[src/hw/rtl/mhpq_pkg.sv]
// ----------------------------------------------------------------------------
// mhpq_pkg: shared definitions of the max-heap priority queue
// Sizes, request and response payloads, result codes, controller states and
// the command and status bundles between controller and datapath.
// ----------------------------------------------------------------------------
package mhpq_pkg;

	localparam int HEAP_DEPTH = 64;
	localparam int KEY_W      = 32;
	localparam int ADDR_W     = $clog2(HEAP_DEPTH);
	localparam int CNT_W      = $clog2(HEAP_DEPTH + 1);
	// wide enough to hold a left or right child index of any entry
	localparam int IDX_W      = CNT_W + 1;

	// request operation codes
	localparam logic OP_PUSH = 1'b0;
	localparam logic OP_POP  = 1'b1;

	// result status codes
	localparam logic [1:0] RES_DONE  = 2'd0;
	localparam logic [1:0] RES_FULL  = 2'd1;
	localparam logic [1:0] RES_EMPTY = 2'd2;

	typedef struct packed {
		logic                    operation;
		logic signed [KEY_W-1:0] key_in;
	} req_t;

	typedef struct packed {
		logic signed [KEY_W-1:0] removed_key;
		logic signed [KEY_W-1:0] top_key;
		logic        [CNT_W-1:0] entry_count;
		logic        [1:0]       status;
	} rsp_t;

	typedef enum logic [3:0] {
		S_IDLE,
		S_UP_RD,
		S_UP_CMP,
		S_DN_LAST,
		S_DN_LOAD,
		S_DN_RDL,
		S_DN_RDR,
		S_DN_CMP,
		S_FIN
	} state_t;

	typedef enum logic [1:0] {
		RD_PARENT,
		RD_LAST,
		RD_LEFT,
		RD_RIGHT
	} rd_sel_t;

	// controller to datapath
	typedef struct packed {
		logic    in_ready;
		logic    rd_en;
		rd_sel_t rd_sel;
		logic    wr_key;
		logic    wr_move;
		logic    wr_child;
		logic    cap_left;
		logic    load_last;
		logic    finish;
	} cmd_t;

	// datapath to controller
	typedef struct packed {
		logic req_valid;
		logic req_pop;
		logic full;
		logic empty;
		logic pos_zero;
		logic up_go;
		logic dn_leaf;
		logic dn_go;
		logic right_ok;
		logic out_busy;
	} stat_t;

endpackage

[src/hw/rtl/mhpq_req_if.sv]
// ----------------------------------------------------------------------------
// mhpq_req_if: request channel
// Valid/ready channel that carries one push or pop request.
// ----------------------------------------------------------------------------
interface mhpq_req_if;
	logic               valid;
	logic               ready;
	mhpq_pkg::req_t     payload;

	modport source (output valid, output payload, input ready);
	modport sink   (input valid, input payload, output ready);
endinterface

[src/hw/rtl/mhpq_rsp_if.sv]
// ----------------------------------------------------------------------------
// mhpq_rsp_if: response channel
// Valid/ready channel that carries one result per request.
// ----------------------------------------------------------------------------
interface mhpq_rsp_if;
	logic               valid;
	logic               ready;
	mhpq_pkg::rsp_t     payload;

	modport source (output valid, output payload, input ready);
	modport sink   (input valid, input payload, output ready);
endinterface

[src/hw/rtl/max_heap_priority_queue.sv]
// ----------------------------------------------------------------------------
// max_heap_priority_queue: binary max-heap of signed 32-bit keys
// Push sifts a key up, pop removes the root and sifts the last entry down.
// ----------------------------------------------------------------------------
//
//   channel  dir  payload                                         transfer
//   req      in   operation, key_in                               valid & ready
//   rsp      out  removed_key, top_key, entry_count, status       valid & ready
//
// Requests are handled one at a time. A push moves its key up at most 6 levels
// and a pop moves the last entry down at most 5 levels at 64 entries; each level
// is read through the single read port of the heap RAM with its registered
// data, and a refused request goes straight to its result.
// Reset empties the heap at once; the RAM needs no clearing pass.
// A new request is taken while a result waits; a stalled response holds the
// next result in the controller until the output register frees up.
// ----------------------------------------------------------------------------
module max_heap_priority_queue (
	input  logic       clk,
	input  logic       arst_n,
	mhpq_req_if.sink   req,
	mhpq_rsp_if.source rsp
);

	mhpq_pkg::cmd_t  cmd;
	mhpq_pkg::stat_t st;

	mhpq_ctrl u_ctrl (
		.clk    (clk),
		.arst_n (arst_n),
		.st     (st),
		.cmd    (cmd)
	);

	mhpq_dp u_dp (
		.clk    (clk),
		.arst_n (arst_n),
		.req    (req),
		.rsp    (rsp),
		.cmd    (cmd),
		.st     (st)
	);

	// an empty heap reports a zero top
	a_empty_top: assert property (@(posedge clk) disable iff (!arst_n)
		rsp.valid && rsp.payload.entry_count == '0 |-> rsp.payload.top_key == '0)
		else $error("empty heap reports a nonzero top key");

	// a refused pop changes nothing and removes nothing
	a_refused_pop: assert property (@(posedge clk) disable iff (!arst_n)
		rsp.valid && rsp.payload.status == mhpq_pkg::RES_EMPTY |->
		rsp.payload.removed_key == '0 && rsp.payload.entry_count == '0)
		else $error("refused pop reports a key or a count");

	// occupancy stays within the heap depth
	a_count_range: assert property (@(posedge clk) disable iff (!arst_n)
		rsp.valid |-> rsp.payload.entry_count <= mhpq_pkg::CNT_W'(mhpq_pkg::HEAP_DEPTH))
		else $error("entry count beyond heap depth");

	// one request at a time: no accept in the cycle after an accept
	a_one_at_a_time: assert property (@(posedge clk) disable iff (!arst_n)
		req.valid && req.ready |=> !req.ready)
		else $error("request accepted while a request is in flight");

endmodule

[src/hw/rtl/mhpq_ram.sv]
// ----------------------------------------------------------------------------
// mhpq_ram: generic simple dual-port RAM
// One write port and one read port, read data registered.
// ----------------------------------------------------------------------------
module mhpq_ram #(
	parameter int WIDTH = 32,
	parameter int DEPTH = 64
) (
	input  logic                     clk,
	input  logic                     wr_en,
	input  logic [$clog2(DEPTH)-1:0] wr_addr,
	input  logic [WIDTH-1:0]         wr_data,
	input  logic                     rd_en,
	input  logic [$clog2(DEPTH)-1:0] rd_addr,
	output logic [WIDTH-1:0]         rd_data
);

	logic [WIDTH-1:0] mem [DEPTH];

	// write and registered read
	always_ff @(posedge clk) begin
		if (wr_en) begin
			mem[wr_addr] <= wr_data;
		end
		if (rd_en) begin
			rd_data <= mem[rd_addr];
		end
	end

endmodule

[src/hw/rtl/mhpq_ctrl.sv]
// ----------------------------------------------------------------------------
// mhpq_ctrl: heap controller
// Sequences accept, sift-up, sift-down and result hand-off.
// ----------------------------------------------------------------------------
module mhpq_ctrl (
	input  logic            clk,
	input  logic            arst_n,
	input  mhpq_pkg::stat_t st,
	output mhpq_pkg::cmd_t  cmd
);

	mhpq_pkg::state_t state_q, state_d;

	// state register
	always_ff @(posedge clk or negedge arst_n) begin
		if (!arst_n) begin
			state_q <= mhpq_pkg::S_IDLE;
		end else begin
			state_q <= state_d;
		end
	end

	// next state and commands
	always_comb begin
		state_d    = state_q;
		cmd        = '0;
		cmd.rd_sel = mhpq_pkg::RD_PARENT;
		case (state_q)
			mhpq_pkg::S_IDLE: begin
				cmd.in_ready = 1'b1;
				if (st.req_valid) begin
					if (st.req_pop) begin
						state_d = st.empty ? mhpq_pkg::S_FIN : mhpq_pkg::S_DN_LAST;
					end else begin
						state_d = st.full ? mhpq_pkg::S_FIN : mhpq_pkg::S_UP_RD;
					end
				end
			end
			// fetch the parent, or settle at the root
			mhpq_pkg::S_UP_RD: begin
				if (st.pos_zero) begin
					cmd.wr_key = 1'b1;
					state_d    = mhpq_pkg::S_FIN;
				end else begin
					cmd.rd_en  = 1'b1;
					cmd.rd_sel = mhpq_pkg::RD_PARENT;
					state_d    = mhpq_pkg::S_UP_CMP;
				end
			end
			// move the parent down or drop the key in place
			mhpq_pkg::S_UP_CMP: begin
				if (st.up_go) begin
					cmd.wr_move = 1'b1;
					state_d     = mhpq_pkg::S_UP_RD;
				end else begin
					cmd.wr_key = 1'b1;
					state_d    = mhpq_pkg::S_FIN;
				end
			end
			mhpq_pkg::S_DN_LAST: begin
				cmd.rd_en  = 1'b1;
				cmd.rd_sel = mhpq_pkg::RD_LAST;
				state_d    = mhpq_pkg::S_DN_LOAD;
			end
			mhpq_pkg::S_DN_LOAD: begin
				cmd.load_last = 1'b1;
				state_d       = mhpq_pkg::S_DN_RDL;
			end
			// fetch the left child, or settle at a leaf
			mhpq_pkg::S_DN_RDL: begin
				if (st.dn_leaf) begin
					cmd.wr_key = 1'b1;
					state_d    = mhpq_pkg::S_FIN;
				end else begin
					cmd.rd_en  = 1'b1;
					cmd.rd_sel = mhpq_pkg::RD_LEFT;
					state_d    = mhpq_pkg::S_DN_RDR;
				end
			end
			mhpq_pkg::S_DN_RDR: begin
				cmd.cap_left = 1'b1;
				cmd.rd_en    = st.right_ok;
				cmd.rd_sel   = mhpq_pkg::RD_RIGHT;
				state_d      = mhpq_pkg::S_DN_CMP;
			end
			// move the chosen child up or drop the key in place
			mhpq_pkg::S_DN_CMP: begin
				if (st.dn_go) begin
					cmd.wr_child = 1'b1;
					state_d      = mhpq_pkg::S_DN_RDL;
				end else begin
					cmd.wr_key = 1'b1;
					state_d    = mhpq_pkg::S_FIN;
				end
			end
			// hold until the output register is free
			mhpq_pkg::S_FIN: begin
				if (!st.out_busy) begin
					cmd.finish = 1'b1;
					state_d    = mhpq_pkg::S_IDLE;
				end
			end
			default: begin
				state_d = mhpq_pkg::S_IDLE;
			end
		endcase
	end

endmodule

[src/hw/rtl/mhpq_dp.sv]
// ----------------------------------------------------------------------------
// mhpq_dp: heap datapath
// Heap RAM, moving key, hole position, count, root copy and result register.
// ----------------------------------------------------------------------------
module mhpq_dp (
	input  logic             clk,
	input  logic             arst_n,
	mhpq_req_if.sink         req,
	mhpq_rsp_if.source       rsp,
	input  mhpq_pkg::cmd_t   cmd,
	output mhpq_pkg::stat_t  st
);

	localparam int AW = mhpq_pkg::ADDR_W;
	localparam int CW = mhpq_pkg::CNT_W;
	localparam int IW = mhpq_pkg::IDX_W;
	localparam int KW = mhpq_pkg::KEY_W;

	logic                 start;
	logic signed [KW-1:0] key_q, left_q, root_q, removed_q;
	logic        [AW-1:0] pos_q;
	logic        [CW-1:0] count_q;
	logic        [1:0]    status_q;
	logic                 out_valid_q;
	mhpq_pkg::rsp_t       out_q;

	logic        [IW-1:0] pos_ext, cnt_ext, left_w, right_w;
	logic        [AW-1:0] parent, rd_addr, wr_addr;
	logic                 take_right, wr_en;
	logic signed [KW-1:0] rd_key, child, wr_data;
	logic        [KW-1:0] rd_raw;
	logic        [AW-1:0] pick;

	assign start     = cmd.in_ready && req.valid;
	assign req.ready = cmd.in_ready;

	// index arithmetic of the hole
	assign pos_ext = {{(IW - AW){1'b0}}, pos_q};
	assign cnt_ext = {{(IW - CW){1'b0}}, count_q};
	assign left_w  = (pos_ext << 1) | IW'(1);
	assign right_w = left_w + IW'(1);
	assign parent  = (pos_q - AW'(1)) >> 1;

	// choose the child: left only if strictly greater than right
	assign rd_key     = $signed(rd_raw);
	assign take_right = st.right_ok && !(rd_key < left_q);
	assign child      = take_right ? rd_key : left_q;
	assign pick       = take_right ? right_w[AW-1:0] : left_w[AW-1:0];

	// status toward the controller
	assign st.req_valid = req.valid;
	assign st.req_pop   = (req.payload.operation == mhpq_pkg::OP_POP);
	assign st.full      = (count_q >= CW'(mhpq_pkg::HEAP_DEPTH));
	assign st.empty     = (count_q == '0);
	assign st.pos_zero  = (pos_q == '0);
	assign st.up_go     = (rd_key < key_q);
	assign st.dn_leaf   = (left_w >= cnt_ext);
	assign st.right_ok  = (right_w < cnt_ext);
	assign st.dn_go     = (key_q < child);
	assign st.out_busy  = out_valid_q && !rsp.ready;

	// read address select
	always_comb begin
		case (cmd.rd_sel)
			mhpq_pkg::RD_PARENT: rd_addr = parent;
			mhpq_pkg::RD_LAST:   rd_addr = count_q[AW-1:0];
			mhpq_pkg::RD_LEFT:   rd_addr = left_w[AW-1:0];
			mhpq_pkg::RD_RIGHT:  rd_addr = right_w[AW-1:0];
			default:             rd_addr = parent;
		endcase
	end

	// write port: all writes land at the hole
	assign wr_en   = cmd.wr_key || cmd.wr_move || cmd.wr_child;
	assign wr_addr = pos_q;
	always_comb begin
		if (cmd.wr_move) begin
			wr_data = rd_key;
		end else if (cmd.wr_child) begin
			wr_data = child;
		end else begin
			wr_data = key_q;
		end
	end

	mhpq_ram #(
		.WIDTH (KW),
		.DEPTH (mhpq_pkg::HEAP_DEPTH)
	) u_ram (
		.clk     (clk),
		.wr_en   (wr_en),
		.wr_addr (wr_addr),
		.wr_data (wr_data),
		.rd_en   (cmd.rd_en),
		.rd_addr (rd_addr),
		.rd_data (rd_raw)
	);

	// occupancy
	always_ff @(posedge clk or negedge arst_n) begin
		if (!arst_n) begin
			count_q <= '0;
		end else if (start) begin
			if (req.payload.operation == mhpq_pkg::OP_POP) begin
				if (!st.empty) begin
					count_q <= count_q - CW'(1);
				end
			end else if (!st.full) begin
				count_q <= count_q + CW'(1);
			end
		end
	end

	// capture the request, then track the moving key and the hole
	always_ff @(posedge clk) begin
		if (start) begin
			key_q <= req.payload.key_in;
			if (req.payload.operation == mhpq_pkg::OP_POP) begin
				pos_q <= '0;
				if (st.empty) begin
					removed_q <= '0;
					status_q  <= mhpq_pkg::RES_EMPTY;
				end else begin
					removed_q <= root_q;
					status_q  <= mhpq_pkg::RES_DONE;
				end
			end else begin
				pos_q     <= count_q[AW-1:0];
				removed_q <= '0;
				status_q  <= st.full ? mhpq_pkg::RES_FULL : mhpq_pkg::RES_DONE;
			end
		end
		if (cmd.load_last) begin
			key_q <= rd_key;
		end
		if (cmd.cap_left) begin
			left_q <= rd_key;
		end
		if (cmd.wr_move) begin
			pos_q <= parent;
		end
		if (cmd.wr_child) begin
			pos_q <= pick;
		end
		// mirror entry zero for the top and removed keys
		if (wr_en && wr_addr == '0) begin
			root_q <= wr_data;
		end
	end

	// output register
	always_ff @(posedge clk or negedge arst_n) begin
		if (!arst_n) begin
			out_valid_q <= 1'b0;
		end else if (cmd.finish) begin
			out_valid_q <= 1'b1;
		end else if (rsp.ready) begin
			out_valid_q <= 1'b0;
		end
	end

	always_ff @(posedge clk) begin
		if (cmd.finish) begin
			out_q.removed_key <= removed_q;
			out_q.top_key     <= (count_q != '0) ? root_q : '0;
			out_q.entry_count <= count_q;
			out_q.status      <= status_q;
		end
	end

	assign rsp.valid   = out_valid_q;
	assign rsp.payload = out_q;

endmodule

[src/flat_wrapper.sv]
// flat-port wrapper written by rule: the top's interface ports become plain ports
module max_heap_priority_queue_flat 
  (clk, arst_n, req_valid, req_payload, req_ready, rsp_valid, rsp_payload, rsp_ready);
  mhpq_req_if req_i ();
  mhpq_rsp_if rsp_i ();
  input  logic clk;
  input  logic arst_n;
  input wire logic [$bits(req_i.valid)-1:0] req_valid;
  input wire logic [$bits(req_i.payload)-1:0] req_payload;
  output wire logic [$bits(req_i.ready)-1:0] req_ready;
  output wire logic [$bits(rsp_i.valid)-1:0] rsp_valid;
  output wire logic [$bits(rsp_i.payload)-1:0] rsp_payload;
  input wire logic [$bits(rsp_i.ready)-1:0] rsp_ready;
  assign req_i.valid = req_valid;
  assign req_i.payload = req_payload;
  assign req_ready = req_i.ready;
  assign rsp_valid = rsp_i.valid;
  assign rsp_payload = rsp_i.payload;
  assign rsp_i.ready = rsp_ready;
  max_heap_priority_queue u_core (.clk(clk), .arst_n(arst_n), .req(req_i), .rsp(rsp_i));
endmodule
[config.mk]
export PLATFORM = sky130hd
export DESIGN_NAME = max_heap_priority_queue_flat
export DESIGN_NICKNAME = d
export VERILOG_FILES = /design/src/hw/rtl/mhpq_pkg.sv /design/src/hw/rtl/mhpq_req_if.sv /design/src/hw/rtl/mhpq_rsp_if.sv /design/src/hw/rtl/max_heap_priority_queue.sv /design/src/hw/rtl/mhpq_ram.sv /design/src/hw/rtl/mhpq_ctrl.sv /design/src/hw/rtl/mhpq_dp.sv /design/src/flat_wrapper.sv
export SDC_FILE = /design/constraint.sdc
export NUM_CORES = 2
export LEC_CHECK = 0
export BUFFER_PORTS_ARGS = -buffer_cell sky130_fd_sc_hd__buf_2
export CAP_MARGIN = 20
export CORE_ASPECT_RATIO = 1.4
export CORE_MARGIN = 2
export CORE_UTILIZATION = 40
export DETAILED_ROUTE_END_ITERATION = 10
export RECOVER_POWER = 100
export SETUP_SLACK_MARGIN = 0.15
export SYNTH_ARGS = -nofsm -noshare
export SYNTH_HDL_FRONTEND = slang
export SYNTH_SLANG_ARGS = --single-unit
[constraint.sdc]
create_clock -name clk -period 19.3 [get_ports clk]
set_input_delay 2.895 -clock clk [delete_from_list [all_inputs] [get_ports clk]]
set_output_delay 2.895 -clock clk [all_outputs]
set_load 0.03 [all_outputs]
Yosys cells after proc, flatten, opt, wreduce, memory -nomap -nowiden

Memories as Yosys holds them, arrays and structs flattened. A register that Yosys moved wholly into a read port is not among the register bits.
Index checks and enable logic that the tools add are counted.

Register bits after elaboration: 221
Bits in writable memories: 2048
Input port bits: 37
Logic and storage cells: 107
Memories kept: 1

Memories:

| memory                | words | bits a word | rd ports | clocked after Yosys merged registers in | wr ports | RTL line       | text |
|---|---|---|---|---|---|---|---|
| u_core.u_dp.u_ram.mem | 64    | 32          | 1        | 1                                       | 1        | mhpq_ram.sv:18 | `logic [WIDTH-1:0] mem [DEPTH];` |

Add/sub/neg operators: 4
$lt $le $gt $ge: 6
Eq/ne operators: 15
Muxes and demuxes: 48
Bitwise operators: 1
Reductions and logical operators: 19

Operator list:

| cell                | count |
|---|---|
| $mux 32             | 5 |
| $lt 32x32->1        | 3 |
| $mux 4              | 9 |
| $pmux 4 s9          | 1 |
| $mux 6              | 5 |
| $pmux 6 s4          | 1 |
| $mux 7              | 3 |
| $mux 1              | 18 |
| $eq 4x3->1 const B  | 4 |
| $pmux 3 s4          | 1 |
| $add 7x1->8 const B | 1 |
| $eq 4x2->1 const B  | 2 |
| $lt 8x7->1          | 1 |
| $ne 2x2->1 const B  | 4 |
| $add 7x1->7 const B | 1 |
| $ge 7x7->1          | 1 |
| $ge 7x7->1 const B  | 1 |
| $logic_not 7->1     | 1 |
| $reduce_bool 7->1   | 1 |
| $sub 7x1->7 const B | 1 |
| $logic_not 6->1     | 1 |
| $mux 3              | 2 |
| $sub 6x1->6 const B | 1 |
| $eq 2x2->1 const B  | 2 |
| 16 further kinds    | 23 |

Logic depth before layout (Yosys ltp)

Word-level depth: 11
Mapped depth: 25

Hierarchy

A second synthesis with hierarchy kept.

Cells, all modules: 4462
Area total of the unflattened synthesis: 91779.3 µm²

By module, submodules not included:

| module    | instances | cells each | area an instance (µm²) | sequential area each (µm²) |
|---|---|---|---|---|
| mhpq_ram  | 1         | 3324       | 78835.6                | 62459.9 |
| mhpq_dp   | 1         | 1084       | 12503.2                | 6476.2 |
| mhpq_ctrl | 1         | 54         | 440.4                  | 100.1 |

Worst setup path before layout

Ideal clock, no wire load.

Path kind: register to register
Start: register u_core.u_dp.pos_q[2]
End: register u_core.u_dp.root_q[22] (data pin)
Setup time: 0.729 ns
Data arrival time: 7.947 ns
Data required time: 18.571 ns
Path slack: 10.624 ns
Cell stages (with the launch flop): 25
Buffers on the path: 6
Clock period less this slack: 8.676 ns
Cell sequence: edfxtp_1 -> buf_2 -> clkbuf_1 -> and3_1 -> xnor2_1 -> inv_1 -> ha_1 -> o21ai_0 -> a211oi_1 -> nor2_1 -> o21ai_0 -> buf_1 -> clkbuf_1 -> mux2i_1 -> ha_1 -> and3_1 -> nand4_1 -> or4_1 -> o22ai_1 -> nor2_1 -> mux2_2 -> a31o_2 -> buf_2 -> buf_1 -> a211oi_1

Cells in the longest elaborated chain, start to end: 9

Ends and longest elaborated chain:

| what                              | RTL line        | text |
|---|---|---|
| from (decl)                       | mhpq_dp.sv:21   | `logic [AW-1:0] pos_q;` |
| from (signal assigned)            | mhpq_dp.sv:128  | `pos_q <= count_q[AW-1:0];` |
| from (signal assigned)            | mhpq_dp.sv:140  | `pos_q <= parent;` |
| from (signal assigned)            | mhpq_dp.sv:143  | `pos_q <= pick;` |
| $add 7x1->8 *                     | mhpq_dp.sv:41   | `assign right_w = left_w + IW'(1);` |
| $lt 8x7->1 *                      | mhpq_dp.sv:58   | `assign st.right_ok = (right_w < cnt_ext);` |
| $logic_and 1x1->1 *               | mhpq_dp.sv:46   | `assign take_right = st.right_ok && !(rd_key < left_q);` |
| $mux 32 *                         | mhpq_dp.sv:47   | `assign child = take_right ? rd_key : left_q;` |
| $lt 32x32->1                      | mhpq_dp.sv:59   | `assign st.dn_go = (key_q < child);` |
| $mux 1                            | mhpq_ctrl.sv:88 | `if (st.dn_go) begin` |
| $mux 1                            | mhpq_ctrl.sv:28 | `case (state_q)` |
| $mux 32 *                         | mhpq_dp.sv:79   | `end else if (cmd.wr_child) begin` |
| $mux 32 *                         | mhpq_dp.sv:77   | `if (cmd.wr_move) begin` |
| net u_core.u_dp.u_ram.wr_data[22] | mhpq_ram.sv:12  | `input logic [WIDTH-1:0] wr_data,` |
| to (signal assigned)              | mhpq_dp.sv:147  | `root_q <= wr_data;` |
| to (decl)                         | mhpq_dp.sv:20   | `logic signed [KW-1:0] key_q, left_q, root_q, removed_q;` |

Mark *: on every way through the listed nets, which the timed path passes. The rest lies on a longest branch.
A chain may end at the register's enable or synchronous reset.

Worst setup path after layout

Start: register u_core.u_dp.pos_q[0]
End: memory u_core.u_dp.u_ram.mem[14][17] (data pin)

Cells in the longest elaborated chain, start to end: 9

Ends and longest elaborated chain:

| what                              | RTL line |
|---|---|
| $add 7x1->8 *                     | mhpq_dp.sv:41 |
| $lt 8x7->1 *                      | mhpq_dp.sv:58 |
| $logic_and 1x1->1 *               | mhpq_dp.sv:46 |
| $mux 32 *                         | mhpq_dp.sv:47 |
| $lt 32x32->1                      | mhpq_dp.sv:59 |
| $mux 1                            | mhpq_ctrl.sv:88 |
| $mux 1                            | mhpq_ctrl.sv:28 |
| $mux 32 *                         | mhpq_dp.sv:79 |
| $mux 32 *                         | mhpq_dp.sv:77 |
| net u_core.u_dp.u_ram.wr_data[17] | mhpq_ram.sv:12 |
| to (decl)                         | mhpq_ram.sv:18 |

Marks and branches as above.

==> load_flow_metrics.sql <==
INSERT INTO impl_metrics (metric_group, metric, value, unit) VALUES
('critical_path', 'reg2reg_from', 'u_core.u_dp.pos_q[0]', ''),
('worst_hold_path', 'holdPathEnd', 'u_core.u_dp.rsp.payload[53]', ''),
('placement', 'hpwlAfterDp', '147', 'mm'),
('critical_path', 'critical_path_class', 'register to register', ''),
('power_and_ir_drop', 'cell_leakage_power', '32.4', 'nW'),
('detailed_routing', 'drt_drc_violations_left', '0', ''),
('logic_synthesis', 'synth-xor-area-share', '0.192', '%'),
('logic_synthesis', 'synth_top_cell_by_area', 'edfxtp_1', ''),
('status', 'violations', 'max-capacitance violations, max-slew violations', ''),
('timing', 'setup_viol', '0', ''),
('clocking', 'cts_max_path_buffers', '4', ''),
('logic_synthesis', 'synthesis.nets', '4868', ''),
('placement', 'io_buffer_count', '111', ''),
('timing', 'slew-limit-headroom', '-202', '%'),
('logic_synthesis', 'netlist-cell-type-count', '75', ''),
('critical_path', 'worst_path_largest_cell_delay', '2.53', 'ns'),
('detailed_routing', 'avgRoutedWirePerCell', '32.7', 'um'),
('clocking', 'clock_sink_count', '2301', ''),
('timing', 'slew_violations', '3626', ''),
('logic_synthesis', 'async_reset_ff_share', '0.522', '%'),
('logic_synthesis', 'ys_seq_elements', '2301', ''),
('logic_synthesis', 'synth-seq-area-share', '75.8', '%'),
('timing', 'setup_total_negative_slack', '0', 'ns'),
('critical_path', 'timing.reg2reg.worst_path_depth', '21', ''),
('clocking', 'cts-hold-fix-buffers', '0', ''),
('clocking', 'clock_tree_from_tritoncts', 'done', ''),
('timing', 'report.final.hold_viol_count', '0', ''),
('clocking', 'clk_pin_slew', '0.08', 'ns'),
('logic_synthesis', 'yosys.cell_count.top_type', 'edfxtp_1', ''),
('die', 'initial_utilization', '40.2', '%'),
('run', 'maximum_capacitance_violations', '99', ''),
('global_route', 'initial_antenna_violation_count', '19', ''),
('final_layout', 'final_layout_size_suffix_gt1_share', '18.8', '%'),
('critical_path', 'reg2reg_setup_slack', '6.08', 'ns'),
('die', 'die_area', '232000', 'sq um'),
('critical_path', 'timing.critical_path.mode_cell', 'ha_1', ''),
('global_route', 'grt_start_max_net_pins', '147', ''),
('logic_synthesis', 'yosys.area.top_type_share', '75.5', '%'),
('power_and_ir_drop', 'worst_ir_drop_vdd', '0.229', 'mV'),
('critical_path', 'crit_path_max_fanout', '65', ''),
('logic_synthesis', 'number_of_standard_cells_after_synthesis', '4713', ''),
('critical_path', 'cp.required', '19.77', 'ns'),
('die', 'die_x', '407', 'um'),
('detailed_routing', 'routed_via_count', '48198', ''),
('die', 'die_height', '569', 'um'),
('logic_synthesis', 'synth_warnings', '0', ''),
('critical_path', 'setup.worst_path.end_class', 'register', ''),
('clocking', 'post-cts-setup-buffers', '0', ''),
('power_and_ir_drop', 'cellPowerDensity', '189', 'nW/um^2'),
('timing', 'worst_clock_skew_on_the_final_layout', '0.0841', 'ns'),
('logic_synthesis', 'synth-compound-area-share', '4.44', '%'),
('timing', 'hold-worst-slack', '0.416', 'ns'),
('detailed_routing', 'antenna_left', '0', ''),
('logic_synthesis', 'synth_enable_flop_cells', '2289', ''),
('die', 'rows', '207', ''),
('logic_synthesis', 'netlist_top_cells_count', 'edfxtp_1, mux4_2, o22ai_1', ''),
('critical_path', 'crit_path_top_delay_cell', 'clkbuf_1', ''),
('detailed_routing', 'initialDrtViolationCount', '5924', ''),
('worst_hold_path', 'hold_class', 'register to register', ''),
('global_route', 'wire_length_of_the_first_global_routing_pass', '371', 'mm'),
('die', 'pin_count', '112', ''),
('timing', 'timing_worst_slew_pin_value', '4.52', 'ns'),
('timing', 'maxClockFrequency', '75.7', 'MHz'),
('status', 'status', 'complete, but fails checks', ''),
('worst_hold_path', 'min_delay_path_depth', '0', ''),
('timing', 'grt_setup_unrepaired', 'no', ''),
('critical_path', 'r2r_path_end', 'u_core.u_dp.u_ram.mem[14][17]', ''),
('logic_synthesis', 'synth_simple_gate_area_share', '4.49', '%'),
('die', 'core_region_area', '227000', 'sq um'),
('final_layout', 'flow.area_growth_from_synthesis', '12.4', '%'),
('critical_path', 'arrival', '13.69', 'ns');
[metrics by stage]
step,cells,util [%],cell area [sq um],setup slack [ns]
2_1_floorplan,4713,-,91100,10.62
3_3_place_gp,7753,42.5,96500,10.50
3_5_place_dp,7756,42.6,96600,10.92
4_1_cts,8125,45.4,103000,10.83
5_1_grt,8150,45.1,102000,5.30
6_report,8155,45.1,102000,6.08
[sequential cells by signal, summed over array words and instances, names as in the netlist, 7 cells and up]
register                   flops
u_core.u_dp.count_q            7
u_core.u_dp.key_q             32
u_core.u_dp.left_q            32
u_core.u_dp.removed_q         32
u_core.u_dp.root_q            32
u_core.u_dp.rsp.payload       73
u_core.u_dp.u_ram.mem       2048
u_core.u_dp.u_ram.rd_data     32
[layout by cell type, fill, tap and decap left out, drive strengths merged, types with 103 or more instances in the layout]
cell type	count
nand2	160
clkbuf	421
mux2i	106
nor2	140
and3	149
nand3	103
o22ai	160
ha	117
edfxtp	2289
buf	106
mux4	404
[routing by layer]
metal	wire length, um	global-route usage (%)	part of all wire [%]
met1	93700	26.8	35
met2	132000	38.2	49
met3	19700	3.45	7.4
met4	21600	15.7	8.1
met5	13	0	0.0049
[where the power goes]
group	switching, mW	internal (mW)	total, mW	leakage, nW
combinational	5.53	2.93	8.46	8.44
clock	1.80	2.25	4.04	3.18
sequential	0.175	6.70	6.87	20.8
total	7.50	11.9	19.4	32.4
[critical path: cells and delay by family (launching register included)]
kind	cells	cell delay (ns)
buffers and inverters	4	5.74
DFF	1	0.72
AOI/OAI and AO/OA	6	2.44
adders and majority gates	3	1.36
and+or+nand+nor	6	1.56
muxes	2	0.90
[how the worst max path moves through the flow]
stage | cells past startpoint | slack (ns) | endpoint | start
6_report | 21 | 6.08 | u_core.u_dp.u_ram.mem[14][17] | u_core.u_dp.pos_q[0]
2_1_floorplan | 24 | 10.62 | u_core.u_dp.root_q[22] | u_core.u_dp.pos_q[2]
4_1_cts | 21 | 10.83 | u_core.u_dp.u_ram.mem[4][17] | u_core.u_dp.pos_q[0]
5_1_grt | 21 | 5.30 | u_core.u_dp.u_ram.mem[14][17] | u_core.u_dp.pos_q[0]
3_3_place_gp | 21 | 10.50 | u_core.u_dp.u_ram.mem[13][16] | u_core.u_dp.pos_q[0]
3_5_place_dp | 21 | 10.92 | u_core.u_dp.u_ram.mem[14][17] | u_core.u_dp.pos_q[0]
[cell families (layout without fill, tap and decap cells)]
group / after synthesis / after routing
buf+inv: 359 / 741
mux: 553 / 553
fa+ha+maj: 118 / 118
xor+xnor: 20 / 20
simple gates: 765 / 765
other cells: 0 / 30
compound gates: 597 / 597
flops: 2301 / 2301
[area by class of cell]
class	count	area, sq um
Fill cell	19377	124000
Sequential cell	2301	69000
Multi-Input combinational cell	2053	21200
Clock buffer	243	5440
Tap cell	3030	3790
Timing Repair Buffer	284	1450
Clock inverter	126	1050
Inverter	88	330
Antenna cell	30	75.1
Note: power is estimated with default switching activity, not from simulation.
